===== src/rtl/mmfa_pkg.sv =====
// ----------------------------------------------------------------------------
// mmfa_pkg
// Shared constants for the Mueller-matrix-from-amplitudes block: default
// widths, convention codes, row codes, term layout and element pair table.
// ----------------------------------------------------------------------------
package mmfa_pkg;

  // default input part width and derived output width
  localparam int unsigned MMFA_IN_WIDTH  = 18;
  localparam int unsigned MMFA_OUT_WIDTH = 2 * MMFA_IN_WIDTH + 2;

  // convention codes
  localparam logic CONV_BH   = 1'b0;
  localparam logic CONV_TMAT = 1'b1;

  // row codes
  localparam logic [1:0] ROW_FIRST = 2'd0;
  localparam logic [1:0] ROW_1     = 2'd1;
  localparam logic [1:0] ROW_2     = 2'd2;
  localparam logic [1:0] ROW_LAST  = 2'd3;

  // amplitude elements: a = s00, b = s01, c = s10, d = s11
  localparam int unsigned NUM_ELEMS = 4;
  localparam int unsigned ELEM_A = 0;
  localparam int unsigned ELEM_B = 1;
  localparam int unsigned ELEM_C = 2;
  localparam int unsigned ELEM_D = 3;

  // element pairs (x, y) with x before y
  localparam int unsigned NUM_PAIRS = 6;
  localparam int unsigned PAIR_AB = 0;
  localparam int unsigned PAIR_AC = 1;
  localparam int unsigned PAIR_AD = 2;
  localparam int unsigned PAIR_BC = 3;
  localparam int unsigned PAIR_BD = 4;
  localparam int unsigned PAIR_CD = 5;

  // term layout in the queue word: norms, then re(x*conj y), then im(x*conj y)
  localparam int unsigned TERM_NORM0 = 0;
  localparam int unsigned TERM_RE0   = TERM_NORM0 + NUM_ELEMS;
  localparam int unsigned TERM_IM0   = TERM_RE0 + NUM_PAIRS;
  localparam int unsigned NUM_TERMS  = TERM_IM0 + NUM_PAIRS;

  // queue depth between front and back
  localparam int unsigned MMFA_QUEUE_DEPTH = 2;

  // first element of a pair
  function automatic int unsigned pair_x(input int unsigned p);
    case (p)
      PAIR_AB, PAIR_AC, PAIR_AD: return ELEM_A;
      PAIR_BC, PAIR_BD:          return ELEM_B;
      default:                   return ELEM_C;
    endcase
  endfunction

  // second element of a pair
  function automatic int unsigned pair_y(input int unsigned p);
    case (p)
      PAIR_AB:          return ELEM_B;
      PAIR_AC, PAIR_BC: return ELEM_C;
      default:          return ELEM_D;
    endcase
  endfunction

endpackage


===== src/rtl/mmfa_fifo.sv =====
// ----------------------------------------------------------------------------
// mmfa_fifo
// Short first-in first-out queue of term words between front and back.
// ----------------------------------------------------------------------------
module mmfa_fifo import mmfa_pkg::*; #(
  parameter int unsigned WIDTH = 1,
  parameter int unsigned DEPTH = MMFA_QUEUE_DEPTH,
  localparam int unsigned PTR_W = (DEPTH > 1) ? $clog2(DEPTH) : 1,
  localparam int unsigned CNT_W = $clog2(DEPTH + 1)
) (
  input  logic             clk_i,
  input  logic             rst_ni,
  input  logic [WIDTH-1:0] push_data_i,
  input  logic             push_valid_i,
  output logic             push_ready_o,
  output logic [WIDTH-1:0] pop_data_o,
  output logic             pop_valid_o,
  input  logic             pop_ready_i
);

  logic [WIDTH-1:0] store_q [DEPTH];
  logic [PTR_W-1:0] wr_ptr_q, rd_ptr_q;
  logic [CNT_W-1:0] count_q;
  logic             push, pop;

  assign push_ready_o = (count_q != CNT_W'(DEPTH));
  assign pop_valid_o  = (count_q != '0);
  assign push         = push_valid_i && push_ready_o;
  assign pop          = pop_valid_o && pop_ready_i;
  assign pop_data_o   = store_q[rd_ptr_q];

  // entry write
  always_ff @(posedge clk_i) begin
    if (push) begin
      store_q[wr_ptr_q] <= push_data_i;
    end
  end

  // pointers and fill count
  always_ff @(posedge clk_i or negedge rst_ni) begin
    if (!rst_ni) begin
      wr_ptr_q <= '0;
      rd_ptr_q <= '0;
      count_q  <= '0;
    end else begin
      if (push) begin
        wr_ptr_q <= (wr_ptr_q == PTR_W'(DEPTH - 1)) ? '0 : wr_ptr_q + 1'b1;
      end
      if (pop) begin
        rd_ptr_q <= (rd_ptr_q == PTR_W'(DEPTH - 1)) ? '0 : rd_ptr_q + 1'b1;
      end
      if (push && !pop) begin
        count_q <= count_q + 1'b1;
      end else if (pop && !push) begin
        count_q <= count_q - 1'b1;
      end
    end
  end

endmodule


===== config.mk =====
export PLATFORM = sky130hd
export DESIGN_NAME = mmfa_fifo
export DESIGN_NICKNAME = d
export VERILOG_FILES = /design/src/rtl/mmfa_pkg.sv /design/src/rtl/mmfa_fifo.sv
export SDC_FILE = /design/constraint.sdc
export NUM_CORES = 1
export LEC_CHECK = 0
export BUFFER_PORTS_ARGS = -buffer_cell sky130_fd_sc_hd__buf_2
export CORE_AREA = 5 5 42 44
export DETAILED_ROUTE_END_ITERATION = 8
export DIE_AREA = 0 0 47 49
export PLACE_DENSITY = 0.37
export SETUP_SLACK_MARGIN = 0.05
export SLEW_MARGIN = 5
export SYNTH_ARGS = -nofsm -noshare
export SYNTH_HDL_FRONTEND = slang
export SYNTH_SLANG_ARGS = --single-unit

===== constraint.sdc =====
create_clock -name clk_i -period 1.9 [get_ports clk_i]
set_input_delay 0.19 -clock clk_i [delete_from_list [all_inputs] [get_ports clk_i]]
set_output_delay 0.19 -clock clk_i [all_outputs]
set_load 0.05 [all_outputs]

==> results of run 1 <==
[cells in the final DEF (no fill, tap or decap)]
master | netlist | routed
xnor2_1 | 3 | 3
dlygate4sd3_1 | 0 | 1
clkbuf_1 | 0 | 1
mux2_2 | 1 | 1
dfrtp_1 | 4 | 4
inv_1 | 1 | 1
and3_1 | 1 | 1
edfxtp_1 | 2 | 2
xor2_1 | 2 | 2
nor2_1 | 2 | 2
buf_2 | 0 | 7
nand2_1 | 1 | 1
nand2_4 | 1 | 1
or2_4 | 1 | 1
ha_1 | 1 | 1
nand2b_4 | 1 | 1
clkbuf_4 | 0 | 3
[cell families after synthesis]
family,Yosys count,share of synthesized area
simple gates,7,0.1814
flops,6,0.5664
xor+xnor,5,0.1549
buf+inv,1,0.01326
mux,1,0.03982
fa+ha+maj,1,0.04424
[metrics by stage]
step	cells	setup slack, ps	cell area [sq um]
after floorplan	21	434.8	282.8
after global placement	44	470.0	337.8
after detailed placement	44	442.5	337.8
after CTS	49	416.6	374.1
after global routing	49	346.9	374.1
final	49	446.5	374.1
[what timing repair did]
action,in CTS,in global routing
buffers inserted,0,0
hold endpoints to repair,4,0
gates resized for setup,0,0
hold buffers,1,0
[cell type report]
class	instances	area share
clock buffer	4	0.07023
inverter	1	0.01003
timing repair buffer	8	0.1204
multi-input combinational	14	0.3177
sequential	6	0.4281
tap	16	0.05351
[sequential cells by signal, summed over array words and instances (netlist names)]
name,flops
rd_ptr_q,1
store_q,2
count_q,2
wr_ptr_q,1
[power groups by stage]
stage          combinational, mW  sequential, mW  clock [mW]
3_3_place_gp               0.348           0.246           0
4_1_cts                    0.355           0.246       0.138
2_1_floorplan              0.295           0.238           0
3_5_place_dp               0.349           0.247           0
6_report                   0.347           0.244       0.131
5_1_grt                    0.372           0.252       0.147
[worst max-delay path by stage]
stage,startpoint,to,cells past startpoint
2_1_floorplan,count_q[0]$_DFFE_PN0P_,count_q[1]$_DFFE_PN0P_,6
3_3_place_gp,count_q[0]$_DFFE_PN0P_,count_q[1]$_DFFE_PN0P_,7
3_5_place_dp,count_q[0]$_DFFE_PN0P_,count_q[1]$_DFFE_PN0P_,7
4_1_cts,count_q[0]$_DFFE_PN0P_,count_q[1]$_DFFE_PN0P_,7
5_1_grt,count_q[0]$_DFFE_PN0P_,count_q[1]$_DFFE_PN0P_,7
6_report,count_q[0]$_DFFE_PN0P_,count_q[1]$_DFFE_PN0P_,7
[routing by layer]
| layer | global-route usage | vias to the layer above |
|---|---|---|
| li1 | - | 91 |
| met1 | 0.04944 | 85 |
| met2 | 0.06787 | 6 |
| met3 | 0.02214 | 3 |
| met4 | 0.06912 | 0 |
| met5 | 0 | - |
==> flow_metrics.tcl, run 1 <==
set metrics [dict create \
    post-route-period-util 0.7650 \
    clock-sinks 6 \
    final_antenna_net_count 0 \
    worstPathMaxFanout 4 \
    yosys-top-cells-count "4 x dfrtp_1, 3 x xnor2_1, 2 x edfxtp_1, 2 x nor2_1, 2 x xor2_1" \
    start_util 0.2018 \
    startpoint_type "flop" \
    top_layer_used "met4" \
    status "complete, no violations" \
    slew_viol_final 0 \
    viasPerCell 3.776 \
    rsz0062_at_grt "no" \
    path_cells "nand2b_4 -> nand2_1 -> inv_1 -> ha_1 -> xor2_1 -> nor2_1 -> xor2_1" \
    synth_most_common_cell "dfrtp_1" \
    fp.dieArea_sq_um 2303 \
    ff2ff_setup_slack_ps 450 \
    finalPower_mw 0.7227 \
    worstReg2RegEnd "count_q[1]$_DFFE_PN0P_" \
    drive_gt1_frac 0.4242 \
    synth_area_leaders "dfrtp_1 35%, edfxtp_1 21%, xnor2_1 9.3%" \
    switching_power_mw 0.3075 \
    wl_met1_um 172 \
    p_sw_frac 0.4256 \
    syn_to_final_growth_pct 32.30 \
    routedWlPerCell_um 9.735 \
    cp.arrival_ps 1620 \
    crit_buf_inv 1 \
    worstPathRequired_ps 2070 \
    netlist.area_leader.share 0.3540 \
    place.port_buffers 7 \
    r2r-start "count_q[0]$_DFFE_PN0P_" \
    place_congestion 0.6763 \
    multi_input_area_sq_um 118.9 \
    path_delay_family "flip-flops" \
    hold_viol_final 0 \
    clock_path_buffers 2 \
    root_buffer "clkbuf_4" \
    cts_made_buffers 3 \
    syn_area_sq_um 282.8 \
    worstMarginPinSlew_ps 249.5 \
    die_h_um 49 \
    min_to "store_q[0]$_DFFE_PP_" \
    drtIter0Drc 0 \
    io_pins 8 \
    die_x_um 47 \
    syn_nets 27 \
    core_sq_um 1401 \
    skew_ps 3.750 \
    row_count 14 \
    ys_types 13 \
    ys_warn_count 0 \
    grt_pass1_vias 191 \
    end_kind "flop" \
    cts_htree_levels 1 \
    p_int_mw 0.4151 \
    drv_cap 0 \
    antenna_cells 0 \
    cts_tree "done" \
    hold_path.class "in2reg" \
    clock_latency_ps 250 \
    leakagePower_nw 0.1750 \
    wl_um 477 \
    hold_depth 1 \
    grt_max_degree 5 \
    dr.pass1.iters 1 \
    route.detailed.drc 0 \
    nets 40 \
    max-slew-margin-rel 0.8348 \
    ys_ff_latch 6 \
    wl_met3_um 37 \
    netlist_instances 21 \
    fin_crit_ps 1454 \
    synth_edf_count 2 \
    slowest_stage "dfrtp_1" \
    overflow 0 \
    fmax_mhz 688.0 \
    track_usage 0.05177 \
    synth-seq-area-share 0.5664 \
    synth_ff_type "dfrtp_1" \
    power.share.combinational 0.480 \
    ir_drop_mv 0.4349 \
    antenna_found_initial 0 \
    crit_top_cell "xor2_1" \
    critPathMaxStageDelay_ps 420 \
    reg2reg_depth 7 \
    async_reset_ff_frac 0.6667 \
    grt_pass1_wl_um 752 \
    clk_pin_slew_ps 50 \
    finalSetupViolations 0 \
    final_util 0.2670 \
    synth.largest_area_cell "dfrtp_1" \
    min-delay-start "push_data_i" \
    fill_cells 161 \
    met2_length_um 236 \
    finalSetupTns_ps 0 \
    vias 185 \
    clock_power_share 0.182 \
    critical_path_class "reg2reg" \
    register_area_sq_um 160.2 \
    p_per_area_nw_per_um2 1932 \
    hold_ws_ps 125.6 \
    p_seq_frac 0.338 \
    avgSynthCellArea_sq_um 13.47 \
]
Power figures use the tool's default switching activity.
==> run 2: changes to the inputs <==
--- a/config.mk
+++ b/config.mk
@@ -9,7 +9,7 @@
 export CORE_AREA = 5 5 42 44
 export DETAILED_ROUTE_END_ITERATION = 8
 export DIE_AREA = 0 0 47 49
-export PLACE_DENSITY = 0.37
+export PLACE_DENSITY = 0.39
 export SETUP_SLACK_MARGIN = 0.05
 export SLEW_MARGIN = 5
 export SYNTH_ARGS = -nofsm -noshare
==> constraint.sdc (replaced) <==
create_clock -name clk_i -period 1.22 [get_ports clk_i]
set_input_delay 0.122 -clock clk_i [delete_from_list [all_inputs] [get_ports clk_i]]
set_output_delay 0.122 -clock clk_i [all_outputs]
set_load 0.05 [all_outputs]
==> run 2 against run 1 <==
  * The run now ends with setup timing left
  * Largest cell class is now multi-input gates
  * Highest routed layer unchanged
  * Worst hold slack got worse by 63 ps
  * Maximum frequency increased by 10%
  * Critical endpoint unchanged
  * Worst setup slack got worse by 540 ps
==> flow_metrics.tcl, run 2 (synthesis gave the netlist of run 1 again) <==
set metrics [dict create \
    startpoint_type "flop" \
    die_h_um 49 \
    dpl.hpwl_um 404.3 \
    fp.dieArea_sq_um 2303 \
    drive_gt1_frac 0.7143 \
    clock-sinks 6 \
    root_buffer "clkbuf_4" \
    overflow 0 \
    drtIter0Drc 1 \
    place_congestion 0.6292 \
    critPathMaxStageDelay_ps 390 \
    skew_ps 7.450 \
    grt_pass1_vias 243 \
    final_antenna_net_count 0 \
    worstPathRequired_ps 1350 \
    nets 49 \
    cts_tree "done" \
    viasPerCell 3.759 \
    final_common_cell "buf_4" \
    slowest_stage "dfrtp_1" \
    final_cell_mix "8 x buf_4, 4 x dfrtp_1, 4 x buf_2" \
    clk_pin_slew_ps 50 \
    start_util 0.2018 \
    p_seq_frac 0.230 \
    grt_pass1_wl_um 1035 \
    row_count 14 \
    reg_top3 "count_q x2, store_q x2" \
    path_delay_family "simple AND/OR/NAND/NOR gates" \
    clock_power_share 0.127 \
    status "complete, but fails checks" \
    fin_crit_ps 1316 \
    track_usage 0.07011 \
    worstMarginPinSlew_ps 162.7 \
    end_kind "flop" \
    layout_setup_ws_ps -96.20 \
    hold_path.class "in2reg" \
    fmax_mhz 759.8 \
    slew_viol_final 0 \
    power.share.combinational 0.643 \
    clock_latency_ps 250 \
    placed_area_sq_um 397.9 \
    core_sq_um 1401 \
    post-route-period-util 1.079 \
    routedWlPerCell_um 9.672 \
    finalSetupViolations 2 \
    syn_to_final_growth_pct 83.63 \
    die_x_um 47 \
    cts_htree_levels 1 \
    ir_drop_mv 0.9304 \
    p_per_area_nw_per_um2 3060 \
    crit_buf_inv 0 \
    route.detailed.drc 0 \
    cts_made_buffers 3 \
    vias 218 \
    p_sw_frac 0.3793 \
    wl_um 561 \
    clock_path_buffers 2 \
    drv_cap 0 \
    post-place-cells 49 \
    dr.pass1.iters 2 \
    p_int_mw 0.9861 \
    leakagePower_nw 0.2386 \
    io_pins 8 \
    grt_max_degree 5 \
    hold_viol_final 0 \
    switching_power_mw 0.6025 \
    antenna_cells 0 \
    rsz0062_at_grt "yes" \
    critical_path_class "reg2reg" \
    final_area_sq_um 519.2 \
    fill_cells 145 \
    path_cells "or2_4 -> nand2_4 -> ha_4 -> xor2_2 -> nor2_2 -> xor2_1" \
    violations "setup timing" \
    cp.arrival_ps 1440 \
    place.port_buffers 7 \
    antenna_found_initial 0 \
    pre_cts_slack_ps -133.6 \
    worstPathMaxFanout 3 \
    final_cells 58 \
    max-slew-margin-rel 0.8915 \
]
==> run 2: cell types whose count changed in the layout (fill, tap and decap cells not counted), moves of 2 or more <==
cell	previous run	this run
buf_2	7	4
buf_4	0	8
buf_6	0	2
buf_8	0	2
nor2_1	2	0
==> run 2: power groups by stage <==
stage	combinational (mW)	clock, mW	sequential, mW
detailed placement	0.712	0	0.372
floorplan	0.509	0	0.370
global route	1.09	0.241	0.375
finish	1.02	0.202	0.365
CTS	0.925	0.213	0.365
global placement	0.702	0	0.371
==> run 2: final cells by class <==
cell class,count,area [sq um],share of cell area
Timing Repair Buffer,17,142.6,0.2747
Clock buffer,4,26.28,0.05060
Sequential cell,6,160.2,0.3084
Tap cell,16,20.02,0.03855
Inverter,1,6.256,0.01205
Multi-Input combinational cell,14,163.9,0.3157
==> run 2: worst paths after layout <==
check	cells past startpoint	to	slack, ps	from
worst max-delay path	6	count_q[1]$_DFFE_PN0P_	-100	count_q[1]$_DFFE_PN0P_
worst min-delay path	1	store_q[0]$_DFFE_PP_	60	push_data_i
worst max register to register	6	count_q[1]$_DFFE_PN0P_	-100	count_q[1]$_DFFE_PN0P_
worst min register to register	1	wr_ptr_q$_DFFE_PN0P_	540	wr_ptr_q$_DFFE_PN0P_
max in group asynchronous	2	wr_ptr_q$_DFFE_PN0P_	890	rst_ni
min in group asynchronous	2	rd_ptr_q$_DFFE_PN0P_	200	rst_ni
==> run 2: through the flow <==
| step | TNS (ps) | util | hold slack [ps] | power [mW] |
|---|---|---|---|---|
| after detailed placement | -133.6 | 0.2839 | -60.82 | 1.084 |
| after global placement | -107.9 | 0.2839 | -60.30 | 1.072 |
| after global routing | -342.3 | 0.3705 | 44.12 | 1.702 |
| after floorplan | -251.1 | - | -173.6 | 0.8797 |
| after CTS | -114.9 | 0.3473 | 54.79 | 1.503 |
| final | -175.1 | 0.3705 | 62.95 | 1.589 |
==> run 2: repair_timing <==
action                                  CTS  global route
hold buffers                              1             0
pin swaps                                 2             3
buffers inserted                          2             2
hold endpoints to repair                  4             0
gates resized for setup                  10             5
endpoints found under the setup margin    5             5
==> run 2: metal layers <==
layer	global-route usage	vias up	wire, um
li1	-	108	-
met1	0.06935	100	192
met2	0.09276	6	295
met3	0.05535	4	54
met4	0.05530	0	19
met5	0	-	0
