## src/rtl/mmfa_pkg.sv

```systemverilog
// ----------------------------------------------------------------------------
// mmfa_pkg
// Shared constants for the Mueller-matrix-from-amplitudes block: default
// widths, convention codes, row codes, term layout and element pair table.
// ----------------------------------------------------------------------------
package mmfa_pkg;

  // default input part width and derived output width
  localparam int unsigned MMFA_IN_WIDTH  = 18;
  localparam int unsigned MMFA_OUT_WIDTH = 2 * MMFA_IN_WIDTH + 2;

  // convention codes
  localparam logic CONV_BH   = 1'b0;
  localparam logic CONV_TMAT = 1'b1;

  // row codes
  localparam logic [1:0] ROW_FIRST = 2'd0;
  localparam logic [1:0] ROW_1     = 2'd1;
  localparam logic [1:0] ROW_2     = 2'd2;
  localparam logic [1:0] ROW_LAST  = 2'd3;

  // amplitude elements: a = s00, b = s01, c = s10, d = s11
  localparam int unsigned NUM_ELEMS = 4;
  localparam int unsigned ELEM_A = 0;
  localparam int unsigned ELEM_B = 1;
  localparam int unsigned ELEM_C = 2;
  localparam int unsigned ELEM_D = 3;

  // element pairs (x, y) with x before y
  localparam int unsigned NUM_PAIRS = 6;
  localparam int unsigned PAIR_AB = 0;
  localparam int unsigned PAIR_AC = 1;
  localparam int unsigned PAIR_AD = 2;
  localparam int unsigned PAIR_BC = 3;
  localparam int unsigned PAIR_BD = 4;
  localparam int unsigned PAIR_CD = 5;

  // term layout in the queue word: norms, then re(x*conj y), then im(x*conj y)
  localparam int unsigned TERM_NORM0 = 0;
  localparam int unsigned TERM_RE0   = TERM_NORM0 + NUM_ELEMS;
  localparam int unsigned TERM_IM0   = TERM_RE0 + NUM_PAIRS;
  localparam int unsigned NUM_TERMS  = TERM_IM0 + NUM_PAIRS;

  // queue depth between front and back
  localparam int unsigned MMFA_QUEUE_DEPTH = 2;

  // first element of a pair
  function automatic int unsigned pair_x(input int unsigned p);
    case (p)
      PAIR_AB, PAIR_AC, PAIR_AD: return ELEM_A;
      PAIR_BC, PAIR_BD:          return ELEM_B;
      default:                   return ELEM_C;
    endcase
  endfunction

  // second element of a pair
  function automatic int unsigned pair_y(input int unsigned p);
    case (p)
      PAIR_AB:          return ELEM_B;
      PAIR_AC, PAIR_BC: return ELEM_C;
      default:          return ELEM_D;
    endcase
  endfunction

endpackage

```

## src/rtl/mmfa_if.sv

```systemverilog


// mueller row channel
interface mmfa_row_if import mmfa_pkg::*; #(
  parameter int unsigned OW = MMFA_OUT_WIDTH
);
  logic                 valid;
  logic                 ready;
  logic [1:0]           row_index;
  logic signed [OW-1:0] elem_col0;
  logic signed [OW-1:0] elem_col1;
  logic signed [OW-1:0] elem_col2;
  logic signed [OW-1:0] elem_col3;
  logic                 last_row;

  modport source (
    output valid, row_index, elem_col0, elem_col1, elem_col2, elem_col3, last_row,
    input  ready
  );
  modport sink (
    input  valid, row_index, elem_col0, elem_col1, elem_col2, elem_col3, last_row,
    output ready
  );
endinterface


```

## src/rtl/mmfa_back.sv

```systemverilog
// ----------------------------------------------------------------------------
// mmfa_back
// Walks the four Mueller rows of the head term word, one row per cycle unless
// row_o stalls, combines terms with the convention's signs, registers the row.
// ----------------------------------------------------------------------------
module mmfa_back import mmfa_pkg::*; #(
  parameter int unsigned IN_WIDTH = MMFA_IN_WIDTH,
  localparam int unsigned SW = 2 * IN_WIDTH + 1,
  localparam int unsigned OW = 2 * IN_WIDTH + 2,
  localparam int unsigned AW = 2 * IN_WIDTH + 3,
  localparam int unsigned TW = NUM_TERMS * SW + 1
) (
  input  logic          clk_i,
  input  logic          rst_ni,
  input  logic [TW-1:0] terms_i,
  input  logic          terms_valid_i,
  output logic          terms_ready_o,
  mmfa_row_if.source    row_o
);

  logic signed [SW-1:0] t [NUM_TERMS];
  logic signed [AW-1:0] n [NUM_ELEMS];
  logic signed [AW-1:0] cr [NUM_PAIRS];
  logic signed [AW-1:0] ci [NUM_PAIRS];
  logic signed [AW-1:0] col [4];
  logic                 neg [4];
  logic signed [OW-1:0] elem_d [4];
  logic signed [OW-1:0] elem_q [4];
  logic                 conv;
  logic [1:0]           row_q, row_out_q;
  logic                 out_valid_q;
  logic                 load;

  // sign-extend a term to accumulator width
  function automatic logic signed [AW-1:0] ext(input logic signed [SW-1:0] v);
    return AW'(v);
  endfunction

  // twice a value that fits below the top bit
  function automatic logic signed [AW-1:0] twice(input logic signed [AW-1:0] v);
    return {v[AW-2:0], 1'b0};
  endfunction

  // clamp to the output range
  function automatic logic signed [OW-1:0] sat(input logic signed [AW-1:0] v);
    if (v[AW-1] != v[AW-2]) begin
      return v[AW-1] ? {1'b1, {(OW-1){1'b0}}} : {1'b0, {(OW-1){1'b1}}};
    end
    return v[OW-1:0];
  endfunction

  // unpack the head word
  for (genvar k = 0; k < NUM_TERMS; k++) begin : g_unpack
    assign t[k] = terms_i[k*SW +: SW];
  end
  for (genvar e = 0; e < NUM_ELEMS; e++) begin : g_n
    assign n[e] = ext(t[TERM_NORM0 + e]);
  end
  for (genvar p = 0; p < NUM_PAIRS; p++) begin : g_c
    assign cr[p] = ext(t[TERM_RE0 + p]);
    assign ci[p] = ext(t[TERM_IM0 + p]);
  end
  assign conv = terms_i[TW-1];

  // row combination
  always_comb begin
    unique case (row_q)
      ROW_FIRST: begin
        col[0] = n[ELEM_A] + n[ELEM_B] + n[ELEM_C] + n[ELEM_D];
        col[1] = n[ELEM_A] - n[ELEM_B] + n[ELEM_C] - n[ELEM_D];
        col[2] = twice(cr[PAIR_AB] + cr[PAIR_CD]);
        col[3] = twice(ci[PAIR_AB] + ci[PAIR_CD]);
        neg[0] = 1'b0;
        neg[1] = 1'b0;
        neg[2] = (conv == CONV_TMAT);
        neg[3] = 1'b0;
      end
      ROW_1: begin
        col[0] = n[ELEM_A] + n[ELEM_B] - n[ELEM_C] - n[ELEM_D];
        col[1] = n[ELEM_A] - n[ELEM_B] - n[ELEM_C] + n[ELEM_D];
        col[2] = twice(cr[PAIR_AB] - cr[PAIR_CD]);
        col[3] = twice(ci[PAIR_AB] - ci[PAIR_CD]);
        neg[0] = 1'b0;
        neg[1] = 1'b0;
        neg[2] = (conv == CONV_TMAT);
        neg[3] = 1'b0;
      end
      ROW_2: begin
        col[0] = twice(cr[PAIR_AC] + cr[PAIR_BD]);
        col[1] = twice(cr[PAIR_AC] - cr[PAIR_BD]);
        col[2] = twice(cr[PAIR_AD] + cr[PAIR_BC]);
        col[3] = twice(ci[PAIR_AD] - ci[PAIR_BC]);
        neg[0] = (conv == CONV_TMAT);
        neg[1] = (conv == CONV_TMAT);
        neg[2] = 1'b0;
        neg[3] = (conv == CONV_TMAT);
      end
      ROW_LAST: begin
        col[0] = twice(ci[PAIR_AC] + ci[PAIR_BD]);
        col[1] = twice(ci[PAIR_AC] - ci[PAIR_BD]);
        col[2] = twice(ci[PAIR_AD] + ci[PAIR_BC]);
        col[3] = twice(cr[PAIR_AD] - cr[PAIR_BC]);
        neg[0] = 1'b1;
        neg[1] = 1'b1;
        neg[2] = 1'b1;
        neg[3] = 1'b0;
      end
    endcase
  end

  // sign and clamp
  for (genvar c = 0; c < 4; c++) begin : g_col
    assign elem_d[c] = sat(neg[c] ? -col[c] : col[c]);
  end

  // output register and row counter
  assign load          = terms_valid_i && (!out_valid_q || row_o.ready);
  assign terms_ready_o = load && (row_q == ROW_LAST);

  always_ff @(posedge clk_i or negedge rst_ni) begin
    if (!rst_ni) begin
      out_valid_q <= 1'b0;
      row_q       <= ROW_FIRST;
    end else begin
      if (load) begin
        out_valid_q <= 1'b1;
        row_q       <= row_q + 1'b1;
      end else if (row_o.ready) begin
        out_valid_q <= 1'b0;
      end
    end
  end

  always_ff @(posedge clk_i) begin
    if (load) begin
      row_out_q <= row_q;
      elem_q    <= elem_d;
    end
  end

  assign row_o.valid     = out_valid_q;
  assign row_o.row_index = row_out_q;
  assign row_o.elem_col0 = elem_q[0];
  assign row_o.elem_col1 = elem_q[1];
  assign row_o.elem_col2 = elem_q[2];
  assign row_o.elem_col3 = elem_q[3];
  assign row_o.last_row  = (row_out_q == ROW_LAST);

endmodule
```

## src/flat_wrapper.sv

```systemverilog
// flat-port wrapper written by rule: the top's interface ports become plain ports
module mmfa_back_flat import mmfa_pkg::*;
#(
  parameter int unsigned IN_WIDTH = MMFA_IN_WIDTH,
  localparam int unsigned SW = 2 * IN_WIDTH + 1,
  localparam int unsigned OW = 2 * IN_WIDTH + 2,
  localparam int unsigned AW = 2 * IN_WIDTH + 3,
  localparam int unsigned TW = NUM_TERMS * SW + 1
)
  (clk_i, rst_ni, terms_i, terms_valid_i, terms_ready_o, row_o_valid, row_o_row_index, row_o_elem_col0, row_o_elem_col1, row_o_elem_col2, row_o_elem_col3, row_o_last_row, row_o_ready);
  mmfa_row_if row_o_i ();
  input  logic clk_i;
  input  logic rst_ni;
  input  logic [TW-1:0] terms_i;
  input  logic terms_valid_i;
  output logic terms_ready_o;
  output wire logic [$bits(row_o_i.valid)-1:0] row_o_valid;
  output wire logic [$bits(row_o_i.row_index)-1:0] row_o_row_index;
  output wire logic [$bits(row_o_i.elem_col0)-1:0] row_o_elem_col0;
  output wire logic [$bits(row_o_i.elem_col1)-1:0] row_o_elem_col1;
  output wire logic [$bits(row_o_i.elem_col2)-1:0] row_o_elem_col2;
  output wire logic [$bits(row_o_i.elem_col3)-1:0] row_o_elem_col3;
  output wire logic [$bits(row_o_i.last_row)-1:0] row_o_last_row;
  input wire logic [$bits(row_o_i.ready)-1:0] row_o_ready;
  assign row_o_valid = row_o_i.valid;
  assign row_o_row_index = row_o_i.row_index;
  assign row_o_elem_col0 = row_o_i.elem_col0;
  assign row_o_elem_col1 = row_o_i.elem_col1;
  assign row_o_elem_col2 = row_o_i.elem_col2;
  assign row_o_elem_col3 = row_o_i.elem_col3;
  assign row_o_last_row = row_o_i.last_row;
  assign row_o_i.ready = row_o_ready;
  mmfa_back #(.IN_WIDTH(IN_WIDTH)) u_core (.clk_i(clk_i), .rst_ni(rst_ni), .terms_i(terms_i), .terms_valid_i(terms_valid_i), .terms_ready_o(terms_ready_o), .row_o(row_o_i));
endmodule
```

## config.mk

```make
export PLATFORM = sky130hd
export DESIGN_NAME = mmfa_back_flat
export DESIGN_NICKNAME = d
export VERILOG_FILES = /design/src/rtl/mmfa_pkg.sv /design/src/rtl/mmfa_if.sv /design/src/rtl/mmfa_back.sv /design/src/flat_wrapper.sv
export SDC_FILE = /design/constraint.sdc
export NUM_CORES = 2
export LEC_CHECK = 0
export BUFFER_PORTS_ARGS = -buffer_cell sky130_fd_sc_hd__buf_2
export CORE_ASPECT_RATIO = 0.6
export CORE_UTILIZATION = 23
export DETAILED_ROUTE_END_ITERATION = 8
export PLACE_DENSITY = 0.36
export RECOVER_POWER = 25
export SYNTH_ARGS = -nofsm -noshare
export SYNTH_HDL_FRONTEND = slang
export SYNTH_SLANG_ARGS = --single-unit
```

## constraint.sdc

```tcl
create_clock -name clk_i -period 10.4 [get_ports clk_i]
set_clock_uncertainty 0.15 [all_clocks]
set_input_delay 2.08 -clock clk_i [delete_from_list [all_inputs] [get_ports clk_i]]
set_output_delay 2.08 -clock clk_i [all_outputs]
set_load 0.01 [all_outputs]
```

==> impl_metrics.json <==
{
  "outcome": "finished, violations left",
  "failed_checks": "max-capacitance violations, max-slew violations",
  "regArea_sq_mm": 0.00470,
  "period_needed_ps": 10020,
  "slowest_stage": "nor2b_1",
  "rows": 135,
  "grtUsageMet1_pct": 44.1,
  "reg2reg_slack_ps": 2160,
  "clock_path_buffers": 3,
  "netlist_area_sq_mm": 0.0526,
  "dieWidth_microns": 620,
  "vias_per_cell": 5.46,
  "cp_max_fo": 19,
  "startpoint_type": "input pin",
  "ys_warn_count": 0,
  "post-route-period-util_pct": 96.4,
  "slew_violations": 90,
  "postRouteWirelength_microns": 336000,
  "cts-root-buf": "clkbuf_16",
  "synth.avg_cell_area_sq_um": 7.35,
  "syn_nets": 8528,
  "overflow": 0,
  "drive_gt1_share_pct": 21.0,
  "final_cell_mix": "a21oi_1, buf_2, buf_4, ha_1, inv_1",
  "route.detailed.drc": 0,
  "hold_slack_ps": 373,
  "tritoncts": "built",
  "dr.pass1.iters": 8,
  "crit_family": "compound AO/OA/AOI/OAI gates",
  "critical_path_class": "in -> reg",
  "path_clk_slew_ps": 70,
  "core_sq_mm": 0.227,
  "insertion_delay_ps": 550,
  "ctsHoldBuffers": 0,
  "port-buffer-count": 753,
  "drt_iter0_drc": 7328,
  "hold_violations": 0,
  "async_flop_share_pct": 1.91,
  "synthTopCellsByArea": "ha_1, edfxtp_1, a21oi_1",
  "dieArea_sq_mm": 0.231,
  "wl_per_cell_microns": 29.6,
  "synth-seq-area-share_pct": 8.93,
  "critPathBufInv": 8,
  "synth_seq_cells": 157,
  "use_met3_pct": 8.10,
  "grt.total_usage_pct": 27.8,
  "yosysTopAreaCell": "ha_1",
  "ir_worst_vdd_mv": 0.326,
  "dp_hpwl_microns": 292000,
  "synth_top_area_share_pct": 14.5,
  "gr-usage-met2_pct": 35.8,
  "synthCells": 7158,
  "clock.fmax_mhz": 99.8,
  "hp-class": "reg -> reg",
  "syn_to_final_growth_pct": 24.7,
  "end_kind": "flip-flop",
  "fin_nets": 9693,
  "grt_pass1_vias": 56413,
  "num_vias": 62061,
  "finalSetupViolCount": 0,
  "required_ps": 10550,
  "critPathArrivalTime_ps": 10170,
  "synth_edf_count": 154,
  "initial_core_util_pct": 23.2,
  "clock_sinks": 157,
  "nFillCells": 24991,
  "powerDensity_mw_per_mm2": 332,
  "leakagePower_nw": 28.5,
  "grt_antenna_before_repair": 88,
  "ios": 754,
  "die_y_microns": 373,
  "fin_total_pwr_mw": 21.8,
  "grt_pass1_wl_microns": 453000,
  "tightest_slew_ps": 5050,
  "ys.flop_type": "edfxtp_1",
  "busiest_layer": "met1",
  "rsz0062_at_grt": "no",
  "final_util_pct": 29.0,
  "cts.htree.levels": 4,
  "slew_headroom_pct": -239,
  "crit_path_frequent_cell": "a21oi_1",
  "final_antenna_net_count": 0,
  "maxCapViolCount": 2,
  "grt_max_degree": 90,
  "ys_types": 120,
  "cts-buffers-inserted": 25,
  "multi_input_area_sq_mm": 0.0448,
  "place_congestion": 0.997,
  "cp_slowest_stage_delay_ps": 680
}
[sequential cells by signal, indices dropped and copies added (netlist names)]
| name | flops |
|---|---|
| u_core.row_o.elem_col0 | 38 |
| u_core.row_o.elem_col1 | 38 |
| u_core.row_o.elem_col2 | 38 |
| u_core.row_o.elem_col3 | 38 |
| u_core.row_o.row_index | 2 |
| u_core.row_o.valid | 1 |
| u_core.row_q | 2 |
[tightest hold or removal path, stage by stage, from the launching register on]
cell      delay (ps)
dfrtp_1          340
nand2b_1          80
nand2b_1          70
[metal layers]
layer / vias up / wire, microns
met2: 2657 / 123000
met5: - / 275
met3: 236 / 35000
met1: 30523 / 172000
li1: 28599 / -
met4: 46 / 5640
[cells by family after synthesis]
| family | synth area share [%] |
|---|---|
| adder cells (fa/ha/maj) | 21.6 |
| flip-flops | 8.93 |
| XOR/XNOR | 9.50 |
| AO/OA/AOI/OAI | 31.3 |
| buffers and inverters | 6.87 |
| AND/OR/NAND/NOR | 20.1 |
| multiplexers | 1.69 |
[final timing paths]
kind                       cells after the start                                   end                           start
max                                           36  u_core.row_o.elem_col0[28]$_DFFE_PP_                      terms_i[0]
min                                            2        u_core.row_o.valid$_DFFE_PN0P_  u_core.row_o.valid$_DFFE_PN0P_
max reg2reg                                   22  u_core.row_o.elem_col3[15]$_DFFE_PP_     u_core.row_q[1]$_DFFE_PN0P_
min reg2reg                                    2        u_core.row_o.valid$_DFFE_PN0P_  u_core.row_o.valid$_DFFE_PN0P_
max in group asynchronous                      1        u_core.row_o.valid$_DFFE_PN0P_                          rst_ni
min in group asynchronous                      1           u_core.row_q[0]$_DFFE_PN0P_                          rst_ni
[stage by stage]
step	TNS (ps)	setup WS, ps	area, sq um	std cells
after floorplan	0	1260	52600	7158
after global placement	-69840	-1210	64400	11293
after detailed placement	-74260	-1250	64400	11293
after CTS	0	14.8	65300	11337
after global routing	0	25.8	65600	11353
final	0	377	65700	11369
[where the power goes]
part / total (mW) / internal, mW / switching (mW)
combinational: 19.2 / 7.03 / 12.2
clock: 0.778 / 0.438 / 0.340
sequential: 1.86 / 1.52 / 0.340
[timing repair]
action	4_1_cts	5_1_grt
cloned	2	1
resized for setup	19	66
endpoints found under the setup margin	72	76
setup buffers	9	5
pin swaps	9	23
[synthesized netlist by cell type, types with 154 or more instances]
| cell type | instances |
|---|---|
| a21oi_1 | 735 |
| nor2_1 | 555 |
| inv_1 | 563 |
| a21o_1 | 170 |
| edfxtp_1 | 154 |
| ha_1 | 608 |
| nand2_1 | 500 |
| fa_1 | 165 |
| nor3_1 | 183 |
| clkbuf_1 | 257 |
| xor2_1 | 175 |
| xnor2_1 | 394 |
| o21ai_0 | 414 |
[final cells by class]
class	instances	area share [%]
Clock inverter	6	0.0533
Clock buffer	27	0.979
Timing Repair Buffer	1490	14.5
Antenna cell	26	0.0991
Tap cell	3014	5.74
Multi-Input combinational cell	6077	68.2
Sequential cell	157	7.16
Inverter	572	3.27
Note: power is estimated with default switching activity, not from simulation.
